==> src/hw/rtl/rlfs_pkg.sv <==
// ----------------------------------------------------------------------------
// rlfs_pkg
// Shared types, codes and helpers for the RGB LED flash sequencer.
// ----------------------------------------------------------------------------
package rlfs_pkg;

  // Tick counter width (supported range 8 to 32)
  localparam int TICK_COUNT_WIDTH = 16;

  // Field widths
  localparam int ACTION_WIDTH   = 3;
  localparam int COLOR_WIDTH    = 24;
  localparam int DURATION_WIDTH = 16;
  localparam int COUNT_WIDTH    = 8;
  localparam int CFG_IDX_WIDTH  = 2;
  localparam int CFG_DATA_WIDTH = 16;

  // Flash count meaning "repeat until cancel"
  localparam logic [COUNT_WIDTH-1:0] COUNT_FOREVER = '0;

  // Largest value the tick counter holds
  localparam logic [TICK_COUNT_WIDTH-1:0] TICK_MAX = '1;

  // Width used to compare a duration against the counter range
  localparam int LOAD_WIDTH = (DURATION_WIDTH > TICK_COUNT_WIDTH) ?
                              DURATION_WIDTH : TICK_COUNT_WIDTH;

  typedef enum logic [ACTION_WIDTH-1:0] {
    ACT_TICK      = 3'd0,
    ACT_SET_COLOR = 3'd1,
    ACT_OFF       = 3'd2,
    ACT_FLASH     = 3'd3,
    ACT_CANCEL    = 3'd4
  } action_t;

  typedef enum logic [CFG_IDX_WIDTH-1:0] {
    CFG_ON_TICKS    = 2'd0,
    CFG_OFF_TICKS   = 2'd1,
    CFG_FLASH_COUNT = 2'd2
  } cfg_index_t;

  // Request held in the input register
  typedef struct packed {
    logic                   valid;
    logic [ACTION_WIDTH-1:0] action;
    logic [COLOR_WIDTH-1:0]  color_rgb;
  } cmd_item_t;

  // Live configuration
  typedef struct packed {
    logic [DURATION_WIDTH-1:0] on_ticks;
    logic [DURATION_WIDTH-1:0] off_ticks;
    logic [COUNT_WIDTH-1:0]    flash_count;
  } cfg_regs_t;

  // Load a phase duration, saturating to the counter range
  function automatic logic [TICK_COUNT_WIDTH-1:0] load_ticks(
    input logic [DURATION_WIDTH-1:0] d
  );
    logic [LOAD_WIDTH-1:0] dw;
    dw = LOAD_WIDTH'(d);
    if (dw > LOAD_WIDTH'(TICK_MAX)) begin
      return TICK_MAX;
    end
    return TICK_COUNT_WIDTH'(dw);
  endfunction

endpackage

==> src/hw/rtl/rlfs_if.sv <==
// ----------------------------------------------------------------------------
// rlfs_cmd_if / rlfs_rsp_if
// Valid/ready channels carrying sequencer requests and results.
// ----------------------------------------------------------------------------
interface rlfs_cmd_if;
  import rlfs_pkg::*;

  logic                    valid;
  logic                    ready;
  logic [ACTION_WIDTH-1:0] action;
  logic [COLOR_WIDTH-1:0]  color_rgb;

  modport source (output valid, action, color_rgb, input ready);
  modport sink   (input valid, action, color_rgb, output ready);
endinterface

interface rlfs_rsp_if;
  import rlfs_pkg::*;

  logic                   valid;
  logic                   ready;
  logic [COLOR_WIDTH-1:0] led_color;
  logic                   led_update;
  logic                   busy_res;
  logic                   status;

  modport source (output valid, led_color, led_update, busy_res, status, input ready);
  modport sink   (input valid, led_color, led_update, busy_res, status, output ready);
endinterface

==> src/hw/rtl/rlfs_cfg_regs.sv <==
// ----------------------------------------------------------------------------
// rlfs_cfg_regs
// Configuration register file: on_ticks, off_ticks and flash_count.
// ----------------------------------------------------------------------------
module rlfs_cfg_regs (
  input  logic                                clk,
  input  logic                                rst,
  input  logic                                cfg_we,
  input  logic [rlfs_pkg::CFG_IDX_WIDTH-1:0]  cfg_index,
  input  logic [rlfs_pkg::CFG_DATA_WIDTH-1:0] cfg_wdata,
  output rlfs_pkg::cfg_regs_t                 cfg
);
  import rlfs_pkg::*;

  // Write the addressed register; indexes past the list are dropped
  always_ff @(posedge clk) begin
    if (rst) begin
      cfg <= '0;
    end else if (cfg_we) begin
      case (cfg_index)
        CFG_ON_TICKS:    cfg.on_ticks    <= DURATION_WIDTH'(cfg_wdata);
        CFG_OFF_TICKS:   cfg.off_ticks   <= DURATION_WIDTH'(cfg_wdata);
        CFG_FLASH_COUNT: cfg.flash_count <= cfg_wdata[COUNT_WIDTH-1:0];
        default: ;
      endcase
    end
  end

endmodule

==> src/hw/rtl/rlfs_in_reg.sv <==
// ----------------------------------------------------------------------------
// rlfs_in_reg
// Input register: captures one request per cycle while cmd.ready is high.
// ----------------------------------------------------------------------------
module rlfs_in_reg (
  input  logic                clk,
  input  logic                rst,
  rlfs_cmd_if.sink            cmd,
  input  logic                advance,
  output rlfs_pkg::cmd_item_t item
);
  import rlfs_pkg::*;

  // Accept when empty or when the held request moves on this cycle
  assign cmd.ready = !item.valid || advance;

  // Hold the valid flag and capture the payload on accept
  always_ff @(posedge clk) begin
    if (rst) begin
      item.valid <= 1'b0;
    end else if (cmd.ready) begin
      item.valid <= cmd.valid;
      if (cmd.valid) begin
        item.action    <= cmd.action;
        item.color_rgb <= cmd.color_rgb;
      end
    end
  end

endmodule

==> src/hw/rtl/rlfs_engine.sv <==
// ----------------------------------------------------------------------------
// rlfs_engine
// Sequencer state, single-pass next-state logic and the result register.
// ----------------------------------------------------------------------------
module rlfs_engine (
  input  logic                clk,
  input  logic                rst,
  input  rlfs_pkg::cmd_item_t item,
  input  rlfs_pkg::cfg_regs_t cfg,
  output logic                advance,
  rlfs_rsp_if.source          rsp
);
  import rlfs_pkg::*;

  logic [COLOR_WIDTH-1:0]      shown_color, shown_color_next;
  logic [COLOR_WIDTH-1:0]      flash_color, flash_color_next;
  logic                        sequence_active, sequence_active_next;
  logic                        phase_lit, phase_lit_next;
  logic [TICK_COUNT_WIDTH-1:0] ticks_left, ticks_left_next;
  logic [COUNT_WIDTH-1:0]      pulses_done, pulses_done_next;
  logic [COUNT_WIDTH-1:0]      pulses_inc;
  logic                        update;
  logic                        refused;

  // Move the held request when the result slot is free or draining
  assign advance = item.valid && (!rsp.valid || rsp.ready);

  assign pulses_inc = pulses_done + COUNT_WIDTH'(1);

  // Next state for the held request
  always_comb begin
    shown_color_next     = shown_color;
    flash_color_next     = flash_color;
    sequence_active_next = sequence_active;
    phase_lit_next       = phase_lit;
    ticks_left_next      = ticks_left;
    pulses_done_next     = pulses_done;
    update               = 1'b0;
    refused              = 1'b0;

    case (item.action)
      ACT_TICK: begin
        if (sequence_active) begin
          if (ticks_left > TICK_COUNT_WIDTH'(1)) begin
            ticks_left_next = ticks_left - TICK_COUNT_WIDTH'(1);
          end else if (phase_lit) begin
            // lit phase over: go dark, then pause or finish
            update           = 1'b1;
            shown_color_next = '0;
            phase_lit_next   = 1'b0;
            if (cfg.flash_count == COUNT_FOREVER || pulses_inc < cfg.flash_count) begin
              pulses_done_next = pulses_inc;
              ticks_left_next  = load_ticks(cfg.off_ticks);
            end else begin
              sequence_active_next = 1'b0;
              pulses_done_next     = '0;
              ticks_left_next      = '0;
            end
          end else begin
            // dark phase over: relight
            update           = 1'b1;
            phase_lit_next   = 1'b1;
            shown_color_next = flash_color;
            ticks_left_next  = load_ticks(cfg.on_ticks);
          end
        end
      end
      ACT_SET_COLOR: begin
        shown_color_next = item.color_rgb;
        update           = 1'b1;
      end
      ACT_OFF: begin
        if (sequence_active) begin
          refused = 1'b1;
        end else begin
          shown_color_next = '0;
          update           = 1'b1;
        end
      end
      ACT_FLASH: begin
        if (sequence_active) begin
          refused = 1'b1;
        end else begin
          flash_color_next = item.color_rgb;
          shown_color_next = item.color_rgb;
          update           = 1'b1;
          if (cfg.on_ticks != '0) begin
            sequence_active_next = 1'b1;
            phase_lit_next       = 1'b1;
            pulses_done_next     = '0;
            ticks_left_next      = load_ticks(cfg.on_ticks);
          end
        end
      end
      ACT_CANCEL: begin
        sequence_active_next = 1'b0;
        phase_lit_next       = 1'b0;
        ticks_left_next      = '0;
        pulses_done_next     = '0;
        shown_color_next     = '0;
        update               = 1'b1;
      end
      default: ;
    endcase
  end

  // Advance the sequencer state
  always_ff @(posedge clk) begin
    if (rst) begin
      shown_color     <= '0;
      flash_color     <= '0;
      sequence_active <= 1'b0;
      phase_lit       <= 1'b0;
      ticks_left      <= '0;
      pulses_done     <= '0;
    end else if (advance) begin
      shown_color     <= shown_color_next;
      flash_color     <= flash_color_next;
      sequence_active <= sequence_active_next;
      phase_lit       <= phase_lit_next;
      ticks_left      <= ticks_left_next;
      pulses_done     <= pulses_done_next;
    end
  end

  // Hold the result valid until taken
  always_ff @(posedge clk) begin
    if (rst) begin
      rsp.valid <= 1'b0;
    end else if (advance) begin
      rsp.valid <= 1'b1;
    end else if (rsp.ready) begin
      rsp.valid <= 1'b0;
    end
  end

  // Load the result payload
  always_ff @(posedge clk) begin
    if (advance) begin
      rsp.led_color  <= shown_color_next;
      rsp.led_update <= update;
      rsp.busy_res   <= sequence_active_next;
      rsp.status     <= refused;
    end
  end

endmodule

==> src/hw/rtl/rgb_led_flash_sequencer.sv <==
// ----------------------------------------------------------------------------
// rgb_led_flash_sequencer
// RGB indicator controller: set color, off, timed flash sequences, cancel.
//
//   channel  dir  handshake     payload
//   cmd      in   valid/ready   action[2:0], color_rgb[23:0]
//   rsp      out  valid/ready   led_color[23:0], led_update, busy_res, status
//   cfg      in   cfg_we        cfg_index[1:0], cfg_wdata[15:0]
//
// One request per clock while the result register is free or draining; a
// request accepted into the input register moves on when the result register
// is free or draining, and its result is then loaded there and offered.
// The state update is a single pass of the engine logic between the two.
// A stalled result holds; the input register keeps taking a request as long
// as the result register is free or drains in the same cycle.
// Reset (rst, synchronous) empties both registers and clears the state.
// ----------------------------------------------------------------------------
module rgb_led_flash_sequencer (
  input  logic                                clk,
  input  logic                                rst,
  rlfs_cmd_if.sink                            cmd,
  rlfs_rsp_if.source                          rsp,
  input  logic                                cfg_we,
  input  logic [rlfs_pkg::CFG_IDX_WIDTH-1:0]  cfg_index,
  input  logic [rlfs_pkg::CFG_DATA_WIDTH-1:0] cfg_wdata
);
  import rlfs_pkg::*;

  cfg_regs_t cfg;
  cmd_item_t item;
  logic      advance;

  rlfs_cfg_regs u_cfg (
    .clk       (clk),
    .rst       (rst),
    .cfg_we    (cfg_we),
    .cfg_index (cfg_index),
    .cfg_wdata (cfg_wdata),
    .cfg       (cfg)
  );

  rlfs_in_reg u_in (
    .clk     (clk),
    .rst     (rst),
    .cmd     (cmd),
    .advance (advance),
    .item    (item)
  );

  rlfs_engine u_eng (
    .clk     (clk),
    .rst     (rst),
    .item    (item),
    .cfg     (cfg),
    .advance (advance),
    .rsp     (rsp)
  );

endmodule

==> src/flat_wrapper.sv <==
// flat-port wrapper written by rule: the top's interface ports become plain ports
module rgb_led_flash_sequencer_flat import rlfs_pkg::*;
  (clk, rst, cfg_we, cfg_index, cfg_wdata, cmd_valid, cmd_action, cmd_color_rgb, cmd_ready, rsp_valid, rsp_led_color, rsp_led_update, rsp_busy_res, rsp_status, rsp_ready);
  rlfs_cmd_if cmd_i ();
  rlfs_rsp_if rsp_i ();
  input  logic clk;
  input  logic rst;
  input  logic cfg_we;
  input  logic [rlfs_pkg::CFG_IDX_WIDTH-1:0] cfg_index;
  input  logic [rlfs_pkg::CFG_DATA_WIDTH-1:0] cfg_wdata;
  input wire logic [$bits(cmd_i.valid)-1:0] cmd_valid;
  input wire logic [$bits(cmd_i.action)-1:0] cmd_action;
  input wire logic [$bits(cmd_i.color_rgb)-1:0] cmd_color_rgb;
  output wire logic [$bits(cmd_i.ready)-1:0] cmd_ready;
  output wire logic [$bits(rsp_i.valid)-1:0] rsp_valid;
  output wire logic [$bits(rsp_i.led_color)-1:0] rsp_led_color;
  output wire logic [$bits(rsp_i.led_update)-1:0] rsp_led_update;
  output wire logic [$bits(rsp_i.busy_res)-1:0] rsp_busy_res;
  output wire logic [$bits(rsp_i.status)-1:0] rsp_status;
  input wire logic [$bits(rsp_i.ready)-1:0] rsp_ready;
  assign cmd_i.valid = cmd_valid;
  assign cmd_i.action = cmd_action;
  assign cmd_i.color_rgb = cmd_color_rgb;
  assign cmd_ready = cmd_i.ready;
  assign rsp_valid = rsp_i.valid;
  assign rsp_led_color = rsp_i.led_color;
  assign rsp_led_update = rsp_i.led_update;
  assign rsp_busy_res = rsp_i.busy_res;
  assign rsp_status = rsp_i.status;
  assign rsp_i.ready = rsp_ready;
  rgb_led_flash_sequencer u_core (.clk(clk), .rst(rst), .cmd(cmd_i), .rsp(rsp_i), .cfg_we(cfg_we), .cfg_index(cfg_index), .cfg_wdata(cfg_wdata));
endmodule
==> config.mk <==
export PLATFORM = sky130hd
export DESIGN_NAME = rgb_led_flash_sequencer_flat
export DESIGN_NICKNAME = d
export VERILOG_FILES = /design/src/hw/rtl/rlfs_pkg.sv /design/src/hw/rtl/rlfs_if.sv /design/src/hw/rtl/rlfs_cfg_regs.sv /design/src/hw/rtl/rlfs_in_reg.sv /design/src/hw/rtl/rlfs_engine.sv /design/src/hw/rtl/rgb_led_flash_sequencer.sv /design/src/flat_wrapper.sv
export SDC_FILE = /design/constraint.sdc
export NUM_CORES = 1
export LEC_CHECK = 0
export ABC_AREA = 1
export BUFFER_PORTS_ARGS = -buffer_cell sky130_fd_sc_hd__buf_4
export CORE_MARGIN = 3
export CORE_UTILIZATION = 39
export CTS_BUF_LIST = sky130_fd_sc_hd__clkbuf_16
export DETAILED_ROUTE_END_ITERATION = 10
export PLACE_DENSITY = 0.62
export SLEW_MARGIN = 5
export SYNTH_ARGS = -nofsm -noshare
export SYNTH_HDL_FRONTEND = slang
export SYNTH_SLANG_ARGS = --single-unit
==> constraint.sdc <==
create_clock -name clk -period 2.3 [get_ports clk]
set_clock_uncertainty 0.1 [all_clocks]
set_input_delay 0.575 -clock clk [delete_from_list [all_inputs] [get_ports clk]]
set_output_delay 0.575 -clock clk [all_outputs]
set_load 0.01 [all_outputs]
# == Word level (Yosys, flattened, before mapping) ==
# Index checks and enable logic that the tools add are counted.
# classes
addsub,2
order_cmp,4
n_eq_ne,11
mux,59
n_bitwise,2
n_reduce_logical,22
# ops
cell,n
16-bit two-way mux,11
24-bit two-way mux,5
24-bit one-hot mux with 5 select lines,1
8-bit two-way mux,6
16-bit one-hot mux with 3 select lines,1
"16-bit greater-than comparator, second input constant",2
1-bit two-way mux,31
8-bit one-hot mux with 3 select lines,1
"16-bit by 1-bit greater-than comparator with 1-bit output, second input constant",1
16-bit nonzero test,1
"16-bit by 1-bit subtractor with 16-bit output, second input constant",1
"2-bit != test, second input constant",5
1-bit one-hot mux with 3 select lines,3
"8-bit by 1-bit adder with 8-bit output, second input constant",1
8-bit zero test,1
8-bit less-than comparator,1
7-bit AND reduction,1
"3-bit by 2-bit == test with 1-bit output, second input constant",2
2-bit AND reduction,3
3-bit AND reduction,2
6-bit AND reduction,1
5-bit AND reduction,1
2-bit OR reduction,2
"3-bit by 1-bit == test with 1-bit output, second input constant",1
other kinds (11),15
# word_totals
register_bits,170
in_bits,50
output_inout_bits,29
word_cells,117

# == Longest topological paths before layout ==
# Gate-level depths: netlist of run 1.
# depth
ltp_word,14
mapped_depth,17

# == Hierarchy ==
# Synthesis of run 1 repeated with hierarchy kept, for this count alone.
# hier_totals
cells_unflattened,1124
area_unflattened_um2,8371.8
# by_module_without_submodules
module,n_inst,cells_each,area_each_um2
rlfs_engine,1,827,5768.0
rlfs_cfg_regs,1,261,1736.7
rlfs_in_reg,1,36,867.1

# == Worst setup path before layout of run 1 ==
# OpenSTA, ideal clock, no wires.
# synth_timing
path_kind,input -> register
start,input rst
end,"register, netlist name u_core.u_in.item[0]"
arrival_time_ps,1932
slack_ps,-113
cell_stages,6
cell_sequence,clkbuf_1 > inv_1 > clkbuf_1 > clkbuf_1 > nand3_1 > inv_1
# synth_between
elab_chain_cells,2
# synth_rtl
item,line_no,text
"start, declared",flat_wrapper.sv:7,input logic rst;
1-bit inverter (no line),-,
3-bit AND reduction (no line),-,
# Every way passes these cells.
# A chain may end at the register's enable or synchronous reset.

# == Worst setup path after layout of run 1 ==
# layout_timing
start,register u_core.u_eng.pulses_done[0]
end,register u_core.u_eng.rsp.busy_res (data pin)
# layout_between
elab_chain_cells,8
# layout_rtl
item,line_no,text
"start, declared",rlfs_engine.sv:20,"logic [COUNT_WIDTH-1:0] pulses_done, pulses_done_next;"
"start signal, assigned",rlfs_engine.sv:122,pulses_done <= pulses_done_next;
8-bit by 1-bit adder with 8-bit output,rlfs_engine.sv:28,assign pulses_inc = pulses_done + COUNT_WIDTH'(1);
8-bit less-than comparator,rlfs_engine.sv:51,if (cfg.flash_count == COUNT_FOREVER || pulses_inc < cfg.flash_count) begin
1-bit logical OR,rlfs_engine.sv:51,
1-bit two-way mux,rlfs_engine.sv:51,
1-bit two-way mux,rlfs_engine.sv:46,end else if (phase_lit) begin
1-bit two-way mux,rlfs_engine.sv:44,if (ticks_left > TICK_COUNT_WIDTH'(1)) begin
1-bit two-way mux,rlfs_engine.sv:43,if (sequence_active) begin
1-bit one-hot mux with 3 select lines,rlfs_engine.sv:41,case (item.action)
via u_core.u_eng.sequence_active_next,rlfs_engine.sv:17,"logic sequence_active, sequence_active_next;"
"end signal, assigned",rlfs_engine.sv:142,rsp.busy_res <= sequence_active_next;
"end, declared",rlfs_if.sv:27,"modport source (output valid, led_color, led_update, busy_res, status, input ready);"
# The timed path passes the listed nets, and every way through them passes these cells.

==> metrics.md, run 1 <==
| Metric | Value |
|---|---|
| Status | `finished with violations` |
| Failing checks | `negative setup slack` |
| Placement Setup Slack | `-107 ps` |
| Nets | `1116` |
| DR WL/cell | `14.9 um` |
| Total track usage | `18.4%` |
| Top post-synthesis cells by area | `dfxtp_1, edfxtp_1, nor2_1, o21ai_0, nand3_1` |
| CP max FO | `8` |
| Clock transition at path regs | `70 ps` |
| Drt via density | `5.04` |
| Synth-to-layout area growth | `24.3%` |
| Worst skew pair latency | `430 ps` |
| CTS tree | `built` |
| Fill cells | `1831` |
| Clock buffer depth | `2` |
| Vias | `6696` |
| DRT iter0 DRCs | `466` |
| Mean post-synth cell area | `8.05 um^2` |
| Final wirelength | `19.8 mm` |
| Syn. warnings | `0` |
| Vias in the first global route | `6446` |
| Post-synthesis cell area | `7750 um^2` |
| Non-Filler Instances | `1329` |
| Commonest cells after routing, fill and taps aside | `nor2_1, buf_4, dfxtp_1` |
| N_diodes | `0` |
| Worst-margin pin slew | `642 ps` |
| Number of instances in the placed design | `1293` |
| Hold Path Class | `input pin to flop` |
| Final setup vio count | `11` |
| Crit path time final | `2350 ps` |
| Clock root buffer master | `clkbuf_16` |
| Full die area | `21600 um^2` |
| # rows | `50` |
| Unique masters post-synth | `34` |
| IO Port Bufs | `78` |
| Die W | `147 um` |
| CP arrival | `2420 ps` |
| Core region area | `19100 um^2` |
| CTS sink cnt | `170` |
| First-pass GRT wire length | `32.4 mm` |
| Drt pass-1 iters | `5` |
| Post-route setup slack | `-50.5 ps` |
| Cts hold-fix bufs | `0` |
| Predominant post-synthesis flop cell | `dfxtp_1` |
| GP Congestion | `0.830` |
| Worst vdd ir | `0.479 mV` |
| Final core occ | `50.4%` |
| Crit end category | `flop` |
| Largest net degree at the start of global routing | `71` |
| Lkg Pwr | `4.27 nW` |
| Kind of critical path | `flop to flop` |
| Pwr dens | `768 nW/um^2` |
| ANT nets after route | `0` |
| Syn Inst Count | `963` |
| Yosys top cell area share | `29.9%` |
| R2R depth | `12` |
| Crit start category | `flop` |
| Required time of the critical path | `2370 ps` |
| Initial antenna violation count | `0` |
| Dpl hpwl | `12.6 mm` |
| Starting Density | `40.5%` |
| Yosys top cell by area | `dfxtp_1` |
| Hold depth | `1` |
| Slew headroom | `57.2%` |
| Post-route clock period utilization | `102%` |
| Register area share after synthesis | `50.9%` |
| Syn Nets | `1023` |
| Total grt overflow | `0` |
| Share of cells above drive strength 1 | `22.8%` |
| H-tree depth | `4` |
| Fin. Hold Viols | `0` |
| Fin. max-slew vios | `0` |
| Fraction of registers with async set/reset | `0%` |
| Maxcap violations | `0` |
| CTS Buf Count | `17` |
| I/O Pins | `79` |
| RSZ-0062 raised after global routing | `true` |
| Die H | `147 um` |
| Post-synth EDFFs | `54` |
| Fmax | `425 MHz` |
| DRC viols | `0` |
| Most common cell after layout, fill and taps aside | `nor2_1` |
| Flops & latches, synth | `170` |
-- through the flow --
stage	cell area [um^2]	hold slack, ps	power (W)	TNS, ps
after detailed placement	8780	368	0.00444	-1360
after CTS	9450	197	0.00739	-10.4
after global routing	9640	195	0.00774	-3890
after global placement	8780	369	0.00443	-81.6
after floorplan	7760	337	0.00407	0
final	9640	213	0.00741	-187
-- worst max-delay path, cell delays in order, from the launching register on --
cell and delay, ps:
dfxtp_4 370, ha_4 160, nand3_2 60, and3b_1 200, xor2_2 160, ha_1 270, nand2_1 70, o21a_1 200
nand2_2 80, nand2_4 80, buf_12 150, o21ai_4 120, nand3_2 90
-- state kept, by name (all words and copies together) (netlist names), 8 cells and up --
register / count
u_core.u_cfg.cfg: 40
u_core.u_eng.flash_color: 24
u_core.u_eng.pulses_done: 8
u_core.u_eng.rsp.led_color: 24
u_core.u_eng.ticks_left: 16
u_core.u_in.item: 28
u_core.u_eng.shown_color: 24
-- cell usage after synthesis, types with 2 or more instances --
cell      instances
nor2_1          198
nand4_1           9
dfxtp_1         116
nand2_2           3
nor3_1            2
buf_2            12
a21oi_1          78
nor3_2            4
buf_6             2
nand2_1         112
o21ai_1          20
clkbuf_1         31
nor2_4            4
inv_2             8
xnor2_1           3
nand3_2          24
o21ai_0          94
nand3_1          93
ha_1             10
xor2_1           10
nor2_2            2
inv_1            60
edfxtp_1         54
buf_4             3
nor4_1            2
-- power by group --
part / internal (W) / switching [W] / leakage [nW] / total [W]
Clock: 0.00165 / 0.00130 / 0.296 / 0.00294
Sequential: 0.00324 / 0.0000908 / 1.46 / 0.00333
Combinational: 0.000445 / 0.000682 / 2.51 / 0.00113
-- timing repair --
item,CTS,global route
setup endpoints to repair,24,27
setup buffers,2,1
cloned,0,1
resized for setup,13,36
pin swaps,13,28
hold endpoints to repair,0,0
-- cells by family after synthesis --
group | synth area share [%]
adders and majority gates | 1.61
AOI/OAI and AO/OA | 12.8
and+or+nand+nor | 27.0
xor gates and xnor gates | 1.47
buffers and inverters | 6.24
DFF | 50.9
-- area by class of cell --
type                    instances  area, um^2  share of cell area, %
repair buffers                123         973                   10.1
inverters                      69         263                   2.73
well taps                     260         325                   3.37
flip-flops and latches        170        3950                   41.0
multi-input cells             675        3520                   36.5
clock buffers                  17         425                   4.41
clock inverters                15         181                   1.88
-- worst paths after layout --
kind / to / slack (ps) / startpoint
max: u_core.u_eng.rsp.busy_res / -50 / u_core.u_eng.pulses_done[0]
min reg2reg: u_core.u_cfg.cfg[0] / 380 / u_core.u_cfg.cfg[0]
max reg2reg: u_core.u_eng.rsp.busy_res / -50 / u_core.u_eng.pulses_done[0]
min: u_core.u_in.item[14] / 210 / cmd_color_rgb[14]
-- layer usage --
layer	part of all wire (%)	vias up	GRT usage [%]	wire [um]
li1	-	3400	-	-
met1	47	3121	24.5	9260
met2	48	151	30.7	9470
met3	3.9	24	3.64	776
met4	1.5	0	5.08	307
met5	0	-	0	0
No activity file was read; power rests on OpenSTA's default activity.
==> inputs of run 2 (changes only) <==
REMOVE_ABC_BUFFERS = 1   (was default)
==> run 2 against run 1 <==
Effect of this change: sequential power barely moved; maximum frequency rose by 1.6%; hold slack barely moved; the flow still finishes with violations (negative setup slack); total power fell by 0.91%; critical path type unchanged; first-iteration DRC count fell by 10%; count of clock-buffer cells in the layout did not move; combinational power barely moved; non-clock buffer count rose by 9; global-route usage barely moved; wire length rose by 1.1%; via count rose by 0.37%; die area did not move.
==> metrics.md, run 2 (same netlist as run 1, synthesis figures left out) <==
| Metric | Value |
|---|---|
| CP arrival | `2530 ps` |
| Placement Setup Slack | `-255 ps` |
| Number of flip-flops in the largest register | `40` |
| R2R depth | `13` |
| CTS sink cnt | `170` |
| Largest reg by FF count | `u_core.u_cfg.cfg` |
| ANT nets after route | `0` |
| Worst-margin pin slew | `653 ps` |
| Setup TNS | `-12.9 ps` |
| Min-delay src | `cmd_color_rgb[5]` |
| Worst vdd ir | `0.432 mV` |
| Clock root buffer master | `clkbuf_16` |
| Crit start category | `flop` |
| Total grt overflow | `0` |
| Total track usage | `18.5%` |
| Slew headroom | `56.4%` |
| Fin. Hold Viols | `0` |
| Worst path bufs/invs | `1` |
| DR WL/cell | `15.0 um` |
| Area post-placement | `8850 um^2` |
| Fin. max-slew vios | `0` |
| Grt met1 use | `25.0%` |
| Crit-path cells | `ha_4 -> nand3_2 -> and3b_1 -> xor2_1 -> ha_1 -> nand2_2 -> o21a_1 -> nand2_2 -> nand2_4 -> o21ai_2 -> nand3_2 -> o21ai_1 -> inv_1` |
| Final wirelength | `20.0 mm` |
| Starting Density | `40.5%` |
| Drt via density | `5.02` |
| GP Congestion | `0.852` |
| Biggest regs | `u_core.u_cfg.cfg: 40 flops, u_core.u_in.item: 28 flops` |
| RR Startpoint | `u_core.u_eng.pulses_done[0]` |
| Core region area | `19100 um^2` |
| RSZ-0062 raised after global routing | `true` |
| Hold path endpoint | `u_core.u_in.item[5]` |
| Final setup vio count | `1` |
| Met2 global-route usage | `30.0%` |
| CTS Buf Count | `17` |
| Synth-to-layout area growth | `24.6%` |
| Fin area | `9670 um^2` |
| Hold Path Class | `input pin to flop` |
| Crit path time final | `2310 ps` |
| Clock transition at path regs | `80 ps` |
| Full die area | `21600 um^2` |
| RR Endpoint | `u_core.u_eng.sequence_active` |
| Largest net degree at the start of global routing | `54` |
| IO Port Bufs | `78` |
| Die W | `147 um` |
| DRC viols | `0` |
| Worst skew pair latency | `430 ps` |
| Vias | `6721` |
| Required time of the critical path | `2520 ps` |
| H-tree depth | `4` |
| Pwr dens | `759 nW/um^2` |
| M3 GR Usage | `4.69%` |
| Failing checks | `negative setup slack` |
| Vias in the first global route | `6308` |
| Maxcap violations | `0` |
| Fmax | `432 MHz` |
| Initial antenna violation count | `0` |
| Most common cell after layout, fill and taps aside | `nor2_1` |
| CP delay by family, top | `simple AND/OR/NAND/NOR gates` |
| Reg2Reg Setup Slack | `-10 ps` |
| Die H | `147 um` |
| Drt pass-1 iters | `5` |
| Number of instances in the placed design | `1299` |
| Fill cells | `1876` |
| Kind of critical path | `flop to flop` |
| Delay of the slowest critical-path stage | `360 ps` |
| I/O Pins | `79` |
| # rows | `50` |
| Commonest cells after routing, fill and taps aside | `nor2_1, buf_4, dfxtp_1` |
| CTS tree | `built` |
| Hold depth | `1` |
| Clock buffer depth | `2` |
| CP max FO | `4` |
| First-pass GRT wire length | `32.7 mm` |
| Nets | `1126` |
| Post-route setup slack | `-12.9 ps` |
| N_diodes | `0` |
| Busiest grt layer | `met2` |
| Dpl hpwl | `12.7 mm` |
| Status | `finished with violations` |
| Crit end category | `flop` |
| Cts hold-fix bufs | `0` |
| DRT iter0 DRCs | `418` |
| Crit path max-delay cell type | `dfxtp_4` |
| Non-Filler Instances | `1339` |
| Post-route clock period utilization | `101%` |
| Lkg Pwr | `4.32 nW` |
| Share of cells above drive strength 1 | `22.4%` |
-- run 2: changes by cell type in the layout (fill, tap and decap cells not counted), sizes merged --
cell / previous run / this run
nand2: 115 / 116
inv: 74 / 77
clkbuf: 18 / 17
clkinvlp: 2 / 1
buf: 122 / 132
clkinv: 6 / 5
bufinv: 2 / 1
-- run 2: how the worst max path moves through the flow --
stage	end	cells after the start	slack [ps]	startpoint
floorplan	u_core.u_eng.ticks_left[10]	9	-1090	rsp_ready
global placement	u_core.u_eng.ticks_left[5]	14	-200	u_core.u_eng.pulses_done[0]
detailed placement	u_core.u_eng.ticks_left[9]	14	-250	u_core.u_eng.pulses_done[1]
CTS	u_core.u_eng.ticks_left[7]	14	-8	u_core.u_eng.pulses_done[1]
finish	u_core.u_eng.sequence_active	13	-10	u_core.u_eng.pulses_done[0]
global route	u_core.u_eng.ticks_left[11]	14	-160	u_core.u_eng.pulses_done[1]
-- run 2: worst register-to-register path, delay by kind of cell (launching register included) --
family | cells | cell delay, ps
adders and majority gates | 2 | 460
AOI/OAI and AO/OA | 3 | 480
and+or+nand+nor | 6 | 590
xor gates and xnor gates | 1 | 170
buffers and inverters | 1 | 50
DFF | 1 | 360
-- run 2: layout make-up --
type,instances,area (um^2),area share (%)
Timing Repair Buffer,132,1050,10.8
Clock inverter,15,179,1.85
Clock buffer,17,425,4.40
Multi-Input combinational cell,676,3480,36.0
Tap cell,260,325,3.37
Sequential cell,170,3950,40.9
Inverter,69,259,2.68
-- run 2: repair_timing --
| action | in CTS | in global routing |
|---|---|---|
| buffers inserted | 4 | 3 |
| pin swaps | 8 | 18 |
| gates cloned | 1 | 0 |
| gates resized for setup | 16 | 19 |
| setup endpoints to repair | 26 | 27 |
-- run 2: metal layers --
layer  routed length [um]  up-vias
li1                     -     3427
met1                 9570     3122
met2                 9260      163
met3                 1080        9
met4                  129        0
met5                    0        -
-- run 2: through the flow --
step           util (%)  hold WS (ps)  total power, W
6_report           50.5           213         0.00734
3_3_place_gp       46.2           367         0.00443
4_1_cts            49.9           200         0.00736
2_1_floorplan         -           339         0.00403
3_5_place_dp       46.2           370         0.00444
5_1_grt            50.5           196         0.00767
-- run 2: where the power goes --
group	total [W]	switching, W	leakage [nW]	internal, W
Clock	0.00291	0.00135	0.296	0.00156
Sequential	0.00333	0.0000912	1.46	0.00324
Combinational	0.00110	0.000670	2.57	0.000429
